$ cat config.mk
export PLATFORM = sky130hd
export DESIGN_NAME = rms_peak_envelope_decimator
export DESIGN_NICKNAME = d
export VERILOG_FILES = /design/src/design/rpe_pkg.sv /design/src/design/rpe_ctrl.sv /design/src/design/rpe_datapath.sv /design/src/design/rms_peak_envelope_decimator.sv
export SDC_FILE = /design/constraint.sdc
export NUM_CORES = 2
export LEC_CHECK = 0
export BUFFER_PORTS_ARGS = -buffer_cell sky130_fd_sc_hd__buf_2
export CORE_MARGIN = 2
export CORE_UTILIZATION = 50
export DETAILED_ROUTE_END_ITERATION = 16
export PLACE_DENSITY = 0.77
export SYNTH_ARGS = -nofsm -noshare
export SYNTH_HDL_FRONTEND = slang
export SYNTH_SLANG_ARGS = --single-unit
$ cat constraint.sdc
create_clock -name clk -period 9.8 [get_ports clk]
set_clock_uncertainty 0.05 [all_clocks]
set_input_delay 2.94 -clock clk [delete_from_list [all_inputs] [get_ports clk]]
set_output_delay 2.94 -clock clk [all_outputs]
set_load 0.005 [all_outputs]
$ cat src/design/rpe_pkg.sv
// Shared constants and controller/datapath interface types for the
// RMS and peak envelope decimator. No dependencies.
package rpe_pkg;

  // Field and register widths.
  localparam int SAMPLE_BITS   = 24;
  localparam int LEVEL_BITS    = SAMPLE_BITS - 1;
  localparam int PNUM_BITS     = 12;
  localparam int FRAMES_BITS   = 16;
  localparam int CHAN_REG_BITS = 4;
  localparam int LIMIT_BITS    = 13;
  localparam int CFG_DATA_W    = 16;
  localparam int CFG_INDEX_W   = 2;
  localparam int IN_TDATA_W    = ((SAMPLE_BITS + 7) / 8) * 8;
  localparam int OUT_TDATA_W   = ((LEVEL_BITS + PNUM_BITS + 7) / 8) * 8;

  // Configuration register indexes.
  typedef enum logic [CFG_INDEX_W-1:0] {
    REG_FRAMES   = 2'd0,
    REG_CHANNELS = 2'd1,
    REG_LIMIT    = 2'd2
  } cfg_reg_t;

  // Accumulator and arithmetic.
  localparam int SUM_BITS      = 64;
  localparam int WEIGHT_BITS   = 16;
  localparam logic [WEIGHT_BITS-1:0] W_RMS  = 16'd45875;
  localparam logic [WEIGHT_BITS-1:0] W_PEAK = 16'd19661;
  localparam int DEFAULT_POINTS = 100;

  // Parameter defaults.
  localparam int MAX_CHANNELS_DEF = 8;
  localparam int MAX_POINTS_DEF   = 4096;

  // Commands from the controller to the datapath.
  typedef struct packed {
    logic take;       // capture the sample magnitude
    logic clear_buf;  // new buffer: clear accumulators and counters
    logic square;     // square the magnitude, update the peak
    logic accum;      // add the square, advance the counters
    logic div_step;   // one step of the mean division
    logic sqrt_step;  // one step of the square root
    logic mul_rms;    // weight the rms value
    logic mul_peak;   // weight the peak value
    logic emit;       // load the output register, close the window
  } rpe_cmd_t;

  // Status from the datapath to the controller.
  typedef struct packed {
    logic limit_hit;  // the buffer already has all its points
    logic win_end;    // the sample in progress closes the window
    logic out_busy;   // output register holds an item not taken
  } rpe_status_t;

endpackage

$ cat src/design/rpe_ctrl.sv
// Controller state machine of the envelope decimator: sequences the
// per-sample update and the divide, root and blend at window close. Uses rpe_pkg.
module rpe_ctrl
  import rpe_pkg::*;
(
  input  logic        clk,
  input  logic        rst_n,
  input  logic        in_tvalid,
  input  logic        in_tuser,
  output logic        in_tready,
  input  rpe_status_t status,
  output rpe_cmd_t    cmd
);

  localparam int STEP_W = $clog2(SUM_BITS);
  localparam logic [STEP_W-1:0] DIV_LAST  = STEP_W'(SUM_BITS - 1);
  localparam logic [STEP_W-1:0] SQRT_LAST = STEP_W'(SUM_BITS / 2 - 1);

  typedef enum logic [2:0] {
    S_IDLE, S_SQUARE, S_ACCUM, S_DIV, S_SQRT, S_MULR, S_MULP, S_EMIT
  } state_t;

  state_t            state_r, state_nxt;
  logic [STEP_W-1:0] step_r, step_nxt;

  assign in_tready = (state_r == S_IDLE);

  // Next state and commands.
  always_comb begin
    state_nxt = state_r;
    step_nxt  = step_r;
    cmd       = '0;
    case (state_r)
      S_IDLE: begin
        if (in_tvalid) begin
          cmd.clear_buf = in_tuser;
          cmd.take      = in_tuser || !status.limit_hit;
          if (cmd.take) state_nxt = S_SQUARE;
        end
      end
      S_SQUARE: begin
        cmd.square = 1'b1;
        state_nxt  = S_ACCUM;
      end
      S_ACCUM: begin
        cmd.accum = 1'b1;
        step_nxt  = '0;
        state_nxt = status.win_end ? S_DIV : S_IDLE;
      end
      S_DIV: begin
        cmd.div_step = 1'b1;
        step_nxt     = step_r + 1'b1;
        if (step_r == DIV_LAST) begin
          step_nxt  = '0;
          state_nxt = S_SQRT;
        end
      end
      S_SQRT: begin
        cmd.sqrt_step = 1'b1;
        step_nxt      = step_r + 1'b1;
        if (step_r == SQRT_LAST) state_nxt = S_MULR;
      end
      S_MULR: begin
        cmd.mul_rms = 1'b1;
        state_nxt   = S_MULP;
      end
      S_MULP: begin
        cmd.mul_peak = 1'b1;
        state_nxt    = S_EMIT;
      end
      S_EMIT: begin
        if (!status.out_busy) begin
          cmd.emit  = 1'b1;
          state_nxt = S_IDLE;
        end
      end
      default: state_nxt = S_IDLE;
    endcase
  end

  // State register.
  always_ff @(posedge clk) begin
    if (!rst_n) begin
      state_r <= S_IDLE;
      step_r  <= '0;
    end else begin
      state_r <= state_nxt;
      step_r  <= step_nxt;
    end
  end

endmodule

$ cat src/design/rpe_datapath.sv
// Datapath of the envelope decimator: configuration registers, accumulators,
// counters, shift divider, digit root, weighting and the output register. Uses rpe_pkg.
module rpe_datapath
  import rpe_pkg::*;
#(
  parameter int MAX_CHANNELS = MAX_CHANNELS_DEF,
  parameter int MAX_POINTS   = MAX_POINTS_DEF
) (
  input  logic                   clk,
  input  logic                   rst_n,
  input  logic                   cfg_we,
  input  logic [CFG_INDEX_W-1:0] cfg_index,
  input  logic [CFG_DATA_W-1:0]  cfg_wdata,
  input  logic [SAMPLE_BITS-1:0] sample_value,
  input  rpe_cmd_t               cmd,
  output rpe_status_t            status,
  output logic                   out_tvalid,
  input  logic                   out_tready,
  output logic [LEVEL_BITS-1:0]  envelope_level,
  output logic [PNUM_BITS-1:0]   point_number,
  output logic                   final_point
);

  localparam int CCW    = (MAX_CHANNELS > 1) ? $clog2(MAX_CHANNELS) : 1;
  localparam int CHW    = $clog2(MAX_CHANNELS + 1);
  localparam int PCW    = $clog2(MAX_POINTS + 1);
  localparam int CNT_W  = FRAMES_BITS + CHW;
  localparam int SQ_W   = 2 * SAMPLE_BITS;
  localparam int ROOT_W = SUM_BITS / 2;
  localparam int SREM_W = ROOT_W + 2;
  localparam int PROD_W = WEIGHT_BITS + SAMPLE_BITS;
  localparam logic [PROD_W:0] ROUND_HALF = (PROD_W + 1)'(1) << (WEIGHT_BITS - 1);
  localparam logic [PROD_W-WEIGHT_BITS:0] LEVEL_MAX =
    (PROD_W - WEIGHT_BITS + 1)'((64'd1 << LEVEL_BITS) - 64'd1);

  // Configuration.
  logic [FRAMES_BITS-1:0]   cfg_frames_r;
  logic [CHAN_REG_BITS-1:0] cfg_chans_r;
  logic [LIMIT_BITS-1:0]    cfg_limit_r;

  // Window state.
  logic [SUM_BITS-1:0]    sum_r;
  logic [SAMPLE_BITS-1:0] peak_r;
  logic [FRAMES_BITS-1:0] frame_cnt_r;
  logic [CCW-1:0]         chan_cnt_r;
  logic [PCW-1:0]         pcnt_r;

  // Arithmetic registers.
  logic [SAMPLE_BITS-1:0] mag_r;
  logic [SQ_W-1:0]        sq_r;
  logic [CNT_W-1:0]       count_r;
  logic [SUM_BITS-1:0]    quo_r;
  logic [CNT_W-1:0]       drem_r;
  logic [SREM_W-1:0]      srem_r;
  logic [ROOT_W-1:0]      root_r;
  logic [PROD_W-1:0]      prod_rms_r;
  logic [PROD_W-1:0]      prod_peak_r;

  // Output register.
  logic                  out_valid_r;
  logic [LEVEL_BITS-1:0] out_level_r;
  logic [PNUM_BITS-1:0]  out_pnum_r;
  logic                  out_last_r;

  logic [FRAMES_BITS-1:0] frames_eff;
  logic [CHW-1:0]         chans_eff;
  logic [31:0]            chans32;
  logic [31:0]            points32;
  logic                   frame_end;
  logic [SAMPLE_BITS-1:0] mag;
  logic [SUM_BITS:0]      sum_wide;
  logic [SUM_BITS-1:0]    sum_sat;
  logic [CNT_W:0]         div_sh;
  logic [CNT_W:0]         div_diff;
  logic                   div_ge;
  logic [SREM_W:0]        sq_r4;
  logic [SREM_W:0]        sq_trial;
  logic [SREM_W:0]        sq_diff;
  logic                   sq_ge;
  logic [SAMPLE_BITS-1:0] root_sat;
  logic [PROD_W:0]        blend;
  logic [PROD_W-WEIGHT_BITS:0] level_full;
  logic [LEVEL_BITS-1:0]  level_sat;
  logic [31:0]            idx32;

  // Effective register values: zero window acts as one, channels clamp
  // to one..MAX_CHANNELS, zero limit means the default, then clamp.
  always_comb begin
    frames_eff = (cfg_frames_r == '0) ? FRAMES_BITS'(1) : cfg_frames_r;
    chans32 = 32'(cfg_chans_r);
    if (chans32 == 32'd0) chans32 = 32'd1;
    if (chans32 > 32'(MAX_CHANNELS)) chans32 = 32'(MAX_CHANNELS);
    chans_eff = CHW'(chans32);
    points32 = (cfg_limit_r == '0) ? 32'(DEFAULT_POINTS) : 32'(cfg_limit_r);
    if (points32 > 32'(MAX_POINTS)) points32 = 32'(MAX_POINTS);
  end

  // Window and buffer status.
  assign frame_end        = (32'(chan_cnt_r) + 32'd1) >= 32'(chans_eff);
  assign status.win_end   = frame_end && ((32'(frame_cnt_r) + 32'd1) >= 32'(frames_eff));
  assign status.limit_hit = 32'(pcnt_r) >= points32;
  assign status.out_busy  = out_valid_r && !out_tready;

  // Magnitude; full-scale negative maps to 2^(SAMPLE_BITS-1) exactly.
  assign mag = sample_value[SAMPLE_BITS-1] ? (~sample_value + 1'b1) : sample_value;

  // Saturating accumulate.
  assign sum_wide = {1'b0, sum_r} + (SUM_BITS + 1)'(sq_r);
  assign sum_sat  = sum_wide[SUM_BITS] ? '1 : sum_wide[SUM_BITS-1:0];

  // One restoring divide step: remainder stays below the count.
  assign div_sh   = {drem_r, quo_r[SUM_BITS-1]};
  assign div_diff = div_sh - {1'b0, count_r};
  assign div_ge   = div_sh >= {1'b0, count_r};

  // One digit of the square root, two radicand bits per step.
  assign sq_r4    = {srem_r[SREM_W-2:0], quo_r[SUM_BITS-1:SUM_BITS-2]};
  assign sq_trial = (SREM_W + 1)'({root_r, 2'b01});
  assign sq_diff  = sq_r4 - sq_trial;
  assign sq_ge    = sq_r4 >= sq_trial;

  // A window shortened mid-way can leave a root above the sample range;
  // clamping it still drives the blended level into saturation.
  assign root_sat = (root_r[ROOT_W-1:SAMPLE_BITS] != '0) ? '1 : root_r[SAMPLE_BITS-1:0];

  // Weighted blend with round half up, saturated.
  assign blend      = (PROD_W + 1)'(prod_rms_r) + (PROD_W + 1)'(prod_peak_r) + ROUND_HALF;
  assign level_full = blend[PROD_W:WEIGHT_BITS];
  assign level_sat  = (level_full > LEVEL_MAX) ? LEVEL_MAX[LEVEL_BITS-1:0]
                                               : level_full[LEVEL_BITS-1:0];
  assign idx32      = 32'(pcnt_r);

  // Configuration writes.
  always_ff @(posedge clk) begin
    if (!rst_n) begin
      cfg_frames_r <= FRAMES_BITS'(1);
      cfg_chans_r  <= CHAN_REG_BITS'(1);
      cfg_limit_r  <= LIMIT_BITS'(DEFAULT_POINTS);
    end else if (cfg_we) begin
      case (cfg_reg_t'(cfg_index))
        REG_FRAMES:   cfg_frames_r <= cfg_wdata[FRAMES_BITS-1:0];
        REG_CHANNELS: cfg_chans_r  <= cfg_wdata[CHAN_REG_BITS-1:0];
        REG_LIMIT:    cfg_limit_r  <= cfg_wdata[LIMIT_BITS-1:0];
        default: ;
      endcase
    end
  end

  // Accumulators, counters and the output handshake.
  always_ff @(posedge clk) begin
    if (!rst_n) begin
      sum_r       <= '0;
      peak_r      <= '0;
      frame_cnt_r <= '0;
      chan_cnt_r  <= '0;
      pcnt_r      <= '0;
      out_valid_r <= 1'b0;
    end else begin
      if (out_valid_r && out_tready) out_valid_r <= 1'b0;
      if (cmd.clear_buf) begin
        sum_r       <= '0;
        peak_r      <= '0;
        frame_cnt_r <= '0;
        chan_cnt_r  <= '0;
        pcnt_r      <= '0;
      end
      if (cmd.square && (mag_r > peak_r)) peak_r <= mag_r;
      if (cmd.accum) begin
        sum_r <= sum_sat;
        if (frame_end) begin
          chan_cnt_r  <= '0;
          frame_cnt_r <= frame_cnt_r + 1'b1;
        end else begin
          chan_cnt_r <= chan_cnt_r + 1'b1;
        end
      end
      if (cmd.emit) begin
        out_valid_r <= 1'b1;
        sum_r       <= '0;
        peak_r      <= '0;
        frame_cnt_r <= '0;
        chan_cnt_r  <= '0;
        pcnt_r      <= PCW'(idx32 + 32'd1);
      end
    end
  end

  // Arithmetic pipeline registers.
  always_ff @(posedge clk) begin
    if (cmd.take) mag_r <= mag;
    if (cmd.square) sq_r <= SQ_W'(mag_r) * SQ_W'(mag_r);
    // Window close: load the divider and clear the root unit.
    if (cmd.accum && status.win_end) begin
      quo_r   <= sum_sat;
      drem_r  <= '0;
      srem_r  <= '0;
      root_r  <= '0;
      count_r <= CNT_W'(frames_eff) * CNT_W'(chans_eff);
    end
    if (cmd.div_step) begin
      drem_r <= div_ge ? div_diff[CNT_W-1:0] : div_sh[CNT_W-1:0];
      quo_r  <= {quo_r[SUM_BITS-2:0], div_ge};
    end
    if (cmd.sqrt_step) begin
      srem_r <= sq_ge ? sq_diff[SREM_W-1:0] : sq_r4[SREM_W-1:0];
      root_r <= {root_r[ROOT_W-2:0], sq_ge};
      quo_r  <= {quo_r[SUM_BITS-3:0], 2'b00};
    end
    if (cmd.mul_rms) begin
      prod_rms_r <= PROD_W'(W_RMS) * PROD_W'(root_sat);
    end
    if (cmd.mul_peak) prod_peak_r <= PROD_W'(W_PEAK) * PROD_W'(peak_r);
    if (cmd.emit) begin
      out_level_r <= level_sat;
      out_pnum_r  <= idx32[PNUM_BITS-1:0];
      out_last_r  <= (idx32 + 32'd1) == points32;
    end
  end

  assign out_tvalid     = out_valid_r;
  assign envelope_level = out_level_r;
  assign point_number   = out_pnum_r;
  assign final_point    = out_last_r;

endmodule

$ cat src/design/rms_peak_envelope_decimator.sv
// Top level of the windowed RMS and peak envelope decimator.
// Depends on rpe_pkg, rpe_ctrl and rpe_datapath.
//
// Input channel: one signed sample per item in in_tdata, channels
// interleaved; in_tuser set marks the first sample of a new buffer and
// clears the accumulators and counters before that sample is used.
// Output channel: one overview point per closed window, the blended
// level and its point number in out_tdata, out_tlast on the last point.
// Configuration: cfg_we writes cfg_wdata to the register at cfg_index
// (0 frames per window, 1 channel count, 2 point limit); the user must
// write only while idle, the block does not enforce it. A sample passes
// the accept, square and accumulate states, and no new sample is taken
// until it is done; a sample beyond the point limit is taken and dropped.
// A window-closing sample adds 64 divide steps in the shift divider, 32
// digit root steps, the rms and peak weighting and then the emit state.
// Reset clears the configuration to its defaults and the window state.
// A stalled receiver holds the point in the output register; input is
// still taken until the next window closes, which then waits for it.
module rms_peak_envelope_decimator
  import rpe_pkg::*;
#(
  parameter int MAX_CHANNELS = MAX_CHANNELS_DEF,
  parameter int MAX_POINTS   = MAX_POINTS_DEF
) (
  input  logic                   clk,
  input  logic                   rst_n,
  // Configuration write port.
  input  logic                   cfg_we,
  input  logic [CFG_INDEX_W-1:0] cfg_index,
  input  logic [CFG_DATA_W-1:0]  cfg_wdata,
  // Sample input.
  input  logic                   in_tvalid,
  output logic                   in_tready,
  input  logic [IN_TDATA_W-1:0]  in_tdata,   // [23:0] sample_value
  input  logic                   in_tuser,   // [0] buffer_start
  // Overview point output.
  output logic                   out_tvalid,
  input  logic                   out_tready,
  output logic [OUT_TDATA_W-1:0] out_tdata,  // [22:0] envelope_level, [34:23] point_number
  output logic                   out_tlast   // final_point
);

  localparam int OUT_PAD = OUT_TDATA_W - LEVEL_BITS - PNUM_BITS;

  rpe_cmd_t              cmd;
  rpe_status_t           status;
  logic [LEVEL_BITS-1:0] envelope_level;
  logic [PNUM_BITS-1:0]  point_number;

  rpe_ctrl u_ctrl (
    .clk       (clk),
    .rst_n     (rst_n),
    .in_tvalid (in_tvalid),
    .in_tuser  (in_tuser),
    .in_tready (in_tready),
    .status    (status),
    .cmd       (cmd)
  );

  rpe_datapath #(
    .MAX_CHANNELS (MAX_CHANNELS),
    .MAX_POINTS   (MAX_POINTS)
  ) u_datapath (
    .clk            (clk),
    .rst_n          (rst_n),
    .cfg_we         (cfg_we),
    .cfg_index      (cfg_index),
    .cfg_wdata      (cfg_wdata),
    .sample_value   (in_tdata[SAMPLE_BITS-1:0]),
    .cmd            (cmd),
    .status         (status),
    .out_tvalid     (out_tvalid),
    .out_tready     (out_tready),
    .envelope_level (envelope_level),
    .point_number   (point_number),
    .final_point    (out_tlast)
  );

  assign out_tdata = {{OUT_PAD{1'b0}}, point_number, envelope_level};

endmodule

# Word level (Yosys, flattened, before mapping)
# Index checks and enable logic that the tools add are counted.
# W data, S select, Z words.
[classes] magnitude_cmp=9 div_mod_pow=0 n_eq_ne=17 n_addsub=12 n_mul=4 reduce_logical=27 muxes=52 shift=0 bitwise_logic=2
[ops] cell="$mux W64" n=6
[ops] cell="$mux W33" n=3
[ops] cell="$mux W32" n=3
[ops] cell="$mux W24" n=3
[ops] cell="$add A64 B48 Y65" n=1
[ops] cell="$mux W16" n=4
[ops] cell="$mux W20" n=3
[ops] cell="$mul A24 B24 Y48" n=1
[ops] cell="$add A40 B39 Y41" n=1
[ops] cell="$add A41 B16 Y41 const B" n=1
[ops] cell="$mul A16 B24 Y40 const A" n=1
[ops] cell="$mul A15 B24 Y39 const A" n=1
[ops] cell="$mux W13" n=3
[ops] cell="$ge A35 B34 Y1" n=1
[ops] cell="$sub A33 B33 Y33" n=1
[ops] cell="$eq A32 B32 Y1" n=1
[ops] cell="$ge A13 B32 Y1" n=1
[ops] cell="$ge A32 B16 Y1" n=1
[ops] cell="$ge A32 B4 Y1" n=1
[ops] cell="$gt A32 B13 Y1 const B" n=1
[ops] cell="$gt A25 B23 Y1 const B" n=1
[ops] cell="$add A24 B1 Y24 const B" n=1
[ops] cell="$gt A24 B24 Y1" n=1
[ops] cell="$mux W3" n=8
[ops] cell="42 further kinds" n=74
[totals] romBits=0 memories=0 ram_bits=0 output_inout_bits=43 latch_bits=0 register_bits=519

# Longest topological paths before layout
[logic_depth] word_depth=12 mapped_depth=27 mapped_depth_nobuf=27

# Modules after synthesis
# Synthesis repeated with hierarchy kept, for this count alone.
[unflattened] cells_unflattened=6526 area_unflattened_um2=61710.4
[by_module_without_submodules] module="rpe_datapath" area_each_um2=61068.6 cells_each=6448 n_inst=1
[by_module_without_submodules] module="rpe_ctrl" area_each_um2=600.6 cells_each=72 n_inst=1
[by_module_without_submodules] module="rms_peak_envelope_decimator" area_each_um2=41.3 cells_each=6 n_inst=1

# Least setup slack after synthesis
# OpenSTA, ideal clock, no wires.
[synth_path] path_kind="reg2reg" from="register u_datapath.frame_cnt_r[0]" to="register u_datapath.root_r[0], enable pin" synth_period_minus_slack_ps=7476 setup_ps=578 arrival_ps=6848 stages_incl_launch_ff=13 t_required_ps=9172 slack_ps=2324 n_path_buf=0 path_cell_list="dfxtp_1 ha_1 nand3_1 nor2_1 and3_1 nand3_1 xnor2_1 ha_1 nand4_1 a21oi_1 nand2_1 o211a_1 o21ai_0"
[synth_via] elab_chain_len=5
[synth_rtl] element="from (decl)" line="rpe_datapath.sv:44" rtl="logic [FRAMES_BITS-1:0] frame_cnt_r;"
[synth_rtl] element="from (signal assigned)" line="rpe_datapath.sv:172" rtl="frame_cnt_r <= frame_cnt_r + 1'b1;"
[synth_rtl] element="$add A16 B1 Y17" line="rpe_datapath.sv:100" rtl="assign status.win_end = frame_end && ((32'(frame_cnt_r) + 32'd1) >= 32'(frames_eff));"
[synth_rtl] element="$ge A32 B16 Y1" line="rpe_datapath.sv:100"
[synth_rtl] element="$logic_and A1 B1 Y1" line="rpe_datapath.sv:100"
[synth_rtl] element="$logic_and A1 B1 Y1" line="rpe_datapath.sv:193" rtl="if (cmd.accum && status.win_end) begin"
[synth_rtl] element="$reduce_bool A2 Y1 (no line)"
[synth_rtl] element="to (signal assigned)" line="rpe_datapath.sv:206" rtl="root_r <= {root_r[ROOT_W-2:0], sq_ge};"
[synth_rtl] element="to (decl)" line="rpe_datapath.sv:55" rtl="logic [ROOT_W-1:0] root_r;"
# Every way passes these cells.
# A chain may end at the register's enable or synchronous reset.

# Worst setup path in the final report
[layout_path] from="register u_datapath.mag_r[0]" to="register u_datapath.sq_r[42], data pin"
[layout_via] elab_chain_len=1
[layout_rtl] element="from (decl)" line="rpe_datapath.sv:49" rtl="logic [SAMPLE_BITS-1:0] mag_r;"
[layout_rtl] element="from (signal assigned)" line="rpe_datapath.sv:190" rtl="if (cmd.take) mag_r <= mag;"
[layout_rtl] element="$mul A24 B24 Y48" line="rpe_datapath.sv:191" rtl="if (cmd.square) sq_r <= SQ_W'(mag_r) * SQ_W'(mag_r);"
[layout_rtl] element="to (signal assigned)" line="rpe_datapath.sv:191"
[layout_rtl] element="to (decl)" line="rpe_datapath.sv:50" rtl="logic [SQ_W-1:0] sq_r;"
# Every way passes these cells.

==> impl_metrics.env <==
export IMPL_drt_iter0_drc=3484
export IMPL_seqCellArea_um2=13900
export IMPL_die_x_um=353
export IMPL_viasPerCell=5.56
export IMPL_yosysSeqAreaShare=0.228
export IMPL_vias=45335
export IMPL_worst_pin_slew_ns=1.39
export IMPL_grt_max_degree=87
export IMPL_grt_busiest_layer="met2"
export IMPL_final_max_slew_viol_count=0
export IMPL_cts_tree="done"
export IMPL_synthCells=6465
export IMPL_setup_viol=0
export IMPL_multi_input_area_um2=41800
export IMPL_worst_hold_startpoint="u_datapath.sum_r[46]"
export IMPL_core_um2=122000
export IMPL_antenna_found_initial=1
export IMPL_final_nets=8036
export IMPL_first_pass_iters=5
export IMPL_cts_resized=0
export IMPL_num_fill_cells=10593
export IMPL_r2r_start="u_datapath.mag_r[0]"
export IMPL_async_flop_share=0
export IMPL_hpwl_um=112000
export IMPL_ys_seq_elements=518
export IMPL_drive_above_1_share=0.0430
export IMPL_cp_end_kind="flip-flop"
export IMPL_yosysWarnings=0
export IMPL_synthFlopType="edfxtp_1"
export IMPL_min_to="u_datapath.sum_r[46]"
export IMPL_finalCriticalPeriod_ns=8.10
export IMPL_port_buffers=85
export IMPL_slew_headroom=0.0725
export IMPL_root_buffer="clkbuf_16"
export IMPL_grt_pass1_vias=47004
export IMPL_met1_usage=0.308
export IMPL_status="completed"
export IMPL_rrSetupSlack_ns=1.70
export IMPL_wl_per_cell_um=17.6
export IMPL_path_max_fanout=23
export IMPL_clk_latency_ns=0.71
export IMPL_start_util=0.502
export IMPL_place_gp_congestion=0.940
export IMPL_ios=91
export IMPL_r2r_end="u_datapath.sq_r[42]"
export IMPL_grt_use_met3=0.0283
export IMPL_cts_made_buffers=60
export IMPL_worstPathRequired_ns=10.17
export IMPL_drcViolationCount=0
export IMPL_wirelength_um=144000
export IMPL_crit_arrival_ns=8.48
export IMPL_criticalPathCategory="reg -> reg"
export IMPL_whs_path_depth=2
export IMPL_hold_buffers=0
export IMPL_cts_path_max_buffers=3
export IMPL_antenna_diode_count=0
export IMPL_synth_avg_cell_area_um2=9.44
export IMPL_dieArea_um2=125000
export IMPL_hold_class="reg -> reg"
export IMPL_path_clk_slew_ns=0.06
export IMPL_syn_cell_area_um2=61100
export IMPL_htreeDepth=2
export IMPL_grt_setup_unrepaired="false"
export IMPL_grt_pass1_wl_um=240000
export IMPL_hold_viol=0
export IMPL_max_clock_freq_ghz=0.123
export IMPL_syn_to_final_growth_pct=6.99
export IMPL_grt_total_usage=0.233
export IMPL_synth_edf_count=353
export IMPL_cts_sinks=518
export IMPL_cp_start_kind="flip-flop"
export IMPL_row_count=128
export IMPL_die_h_um=353
export IMPL_setup_tns_ns=0
export IMPL_post_cts_buffers=0
export IMPL_r2r_cells=24
export IMPL_synthDistinctLibCells=92
export IMPL_drtAntennaViolNets=0
export IMPL_met2_usage=0.401
export IMPL_globalRouteOverflowTotal=0
export IMPL_maxCapViolations=0
export IMPL_period_share=0.827
[layer usage]
metal,routed length (um),vias to the layer above
li1,-,21353
met1,60600,22195
met2,69800,1473
met3,8670,314
met4,4510,0
met5,0,-
[state kept, by name (all words and copies together) (netlist names), 13 cells and up]
register                   flops
u_datapath.prod_rms_r         40
u_datapath.prod_peak_r        39
u_datapath.srem_r             33
u_datapath.envelope_level     23
u_datapath.pcnt_r             13
u_datapath.frame_cnt_r        16
u_datapath.mag_r              24
u_datapath.sum_r              64
u_datapath.root_r             32
u_datapath.quo_r              64
u_datapath.peak_r             24
u_datapath.sq_r               47
u_datapath.count_r            20
u_datapath.drem_r             20
u_datapath.cfg_limit_r        13
u_datapath.cfg_frames_r       16
[cells by family after synthesis]
| kind of cell | count (synthesis) | synth area share |
|---|---|---|
| other cells | 1 | 0.0000614 |
| simple gates | 1545 | 0.118 |
| fa+ha+maj | 1508 | 0.398 |
| xor+xnor | 304 | 0.0436 |
| mux | 69 | 0.0114 |
| flops | 518 | 0.228 |
| buf+inv | 1431 | 0.0888 |
| compound gates | 1089 | 0.113 |
[cell usage after synthesis, types with 65 or more instances]
| cell type | instances | area, um^2 |
|---|---|---|
| edfxtp_1 | 353 | 10600 |
| o21ai_1 | 65 | 325 |
| fa_1 | 720 | 14400 |
| nand3_1 | 158 | 791 |
| xor2_1 | 83 | 727 |
| ha_1 | 788 | 9860 |
| nand2_1 | 542 | 2030 |
| inv_1 | 1244 | 4670 |
| clkbuf_1 | 163 | 612 |
| xnor2_1 | 221 | 1940 |
| o21ai_0 | 160 | 801 |
| a21o_1 | 143 | 1070 |
| dfxtp_1 | 165 | 3300 |
| mux2i_1 | 66 | 661 |
| nor2_1 | 359 | 1350 |
| a21oi_1 | 354 | 1770 |
| and2_1 | 153 | 957 |
| nor3_1 | 75 | 375 |
[cells in the final DEF (no fill, tap or decap), types with 56 or more instances in the layout]
master / synthesis / final
o21a_1: 56 / 56
xnor2_1: 221 / 221
nand2_1: 542 / 539
inv_1: 1244 / 1244
a21oi_1: 354 / 354
a21o_1: 143 / 143
o21ai_0: 160 / 159
nor3_1: 75 / 74
clkbuf_16: 0 / 60
nor2_1: 359 / 353
and2_1: 153 / 152
o21ai_1: 65 / 65
mux2i_1: 66 / 66
ha_1: 788 / 788
buf_2: 9 / 85
xor2_1: 83 / 83
fa_1: 720 / 720
edfxtp_1: 353 / 353
nand3_1: 158 / 158
dfxtp_1: 165 / 165
[how the worst max path moves through the flow]
stage	slack [ns]	cells past startpoint	to	from
2_1_floorplan	2.32	12	u_datapath.root_r[0]	u_datapath.frame_cnt_r[0]
3_3_place_gp	2.06	24	u_datapath.sq_r[40]	u_datapath.mag_r[0]
3_5_place_dp	1.87	24	u_datapath.sq_r[42]	u_datapath.mag_r[0]
4_1_cts	1.89	24	u_datapath.sq_r[42]	u_datapath.mag_r[0]
5_1_grt	1.41	24	u_datapath.sq_r[42]	u_datapath.mag_r[0]
6_report	1.70	24	u_datapath.sq_r[42]	u_datapath.mag_r[0]
[worst max-delay path, stage by stage (launching register included)]
cell and delay [ns]:
edfxtp_1 0.97, inv_1 0.39, nor2_1 0.31, fa_1 0.47, fa_1 0.48, inv_1 0.05
fa_1 0.49, inv_1 0.05, ha_1 0.22, fa_1 0.55, inv_1 0.05, fa_1 0.46
fa_1 0.55, inv_1 0.05, ha_1 0.23, nor3_1 0.30, o21ai_1 0.13, a31oi_1 0.46
o31ai_1 0.25, o21ai_1 0.40, o211ai_1 0.22, a21oi_1 0.30, o21ai_1 0.17, a21oi_1 0.21
xnor2_1 0.09
[stage by stage]
stage	setup WS (ns)	utilization	instances	area (um^2)	hold slack, ns
after floorplan	2.32	-	6469	61100	0.370
after global placement	2.06	0.520	8043	63200	0.384
after detailed placement	1.87	0.520	8043	63200	0.388
after CTS	1.89	0.537	8157	65300	0.400
after global routing	1.41	0.537	8157	65300	0.443
final	1.70	0.537	8157	65300	0.401
[layout make-up]
class                      count  area share
multi-input combinational   4520       0.640
inverter                    1246      0.0716
clock inverter                48     0.00866
sequential                   518       0.213
clock buffer                  66      0.0233
timing repair buffer         134      0.0121
tap                         1625      0.0311
Power is not shown: default switching activity piles up to over one toggle a cycle in this logic, so the estimate is an artifact.
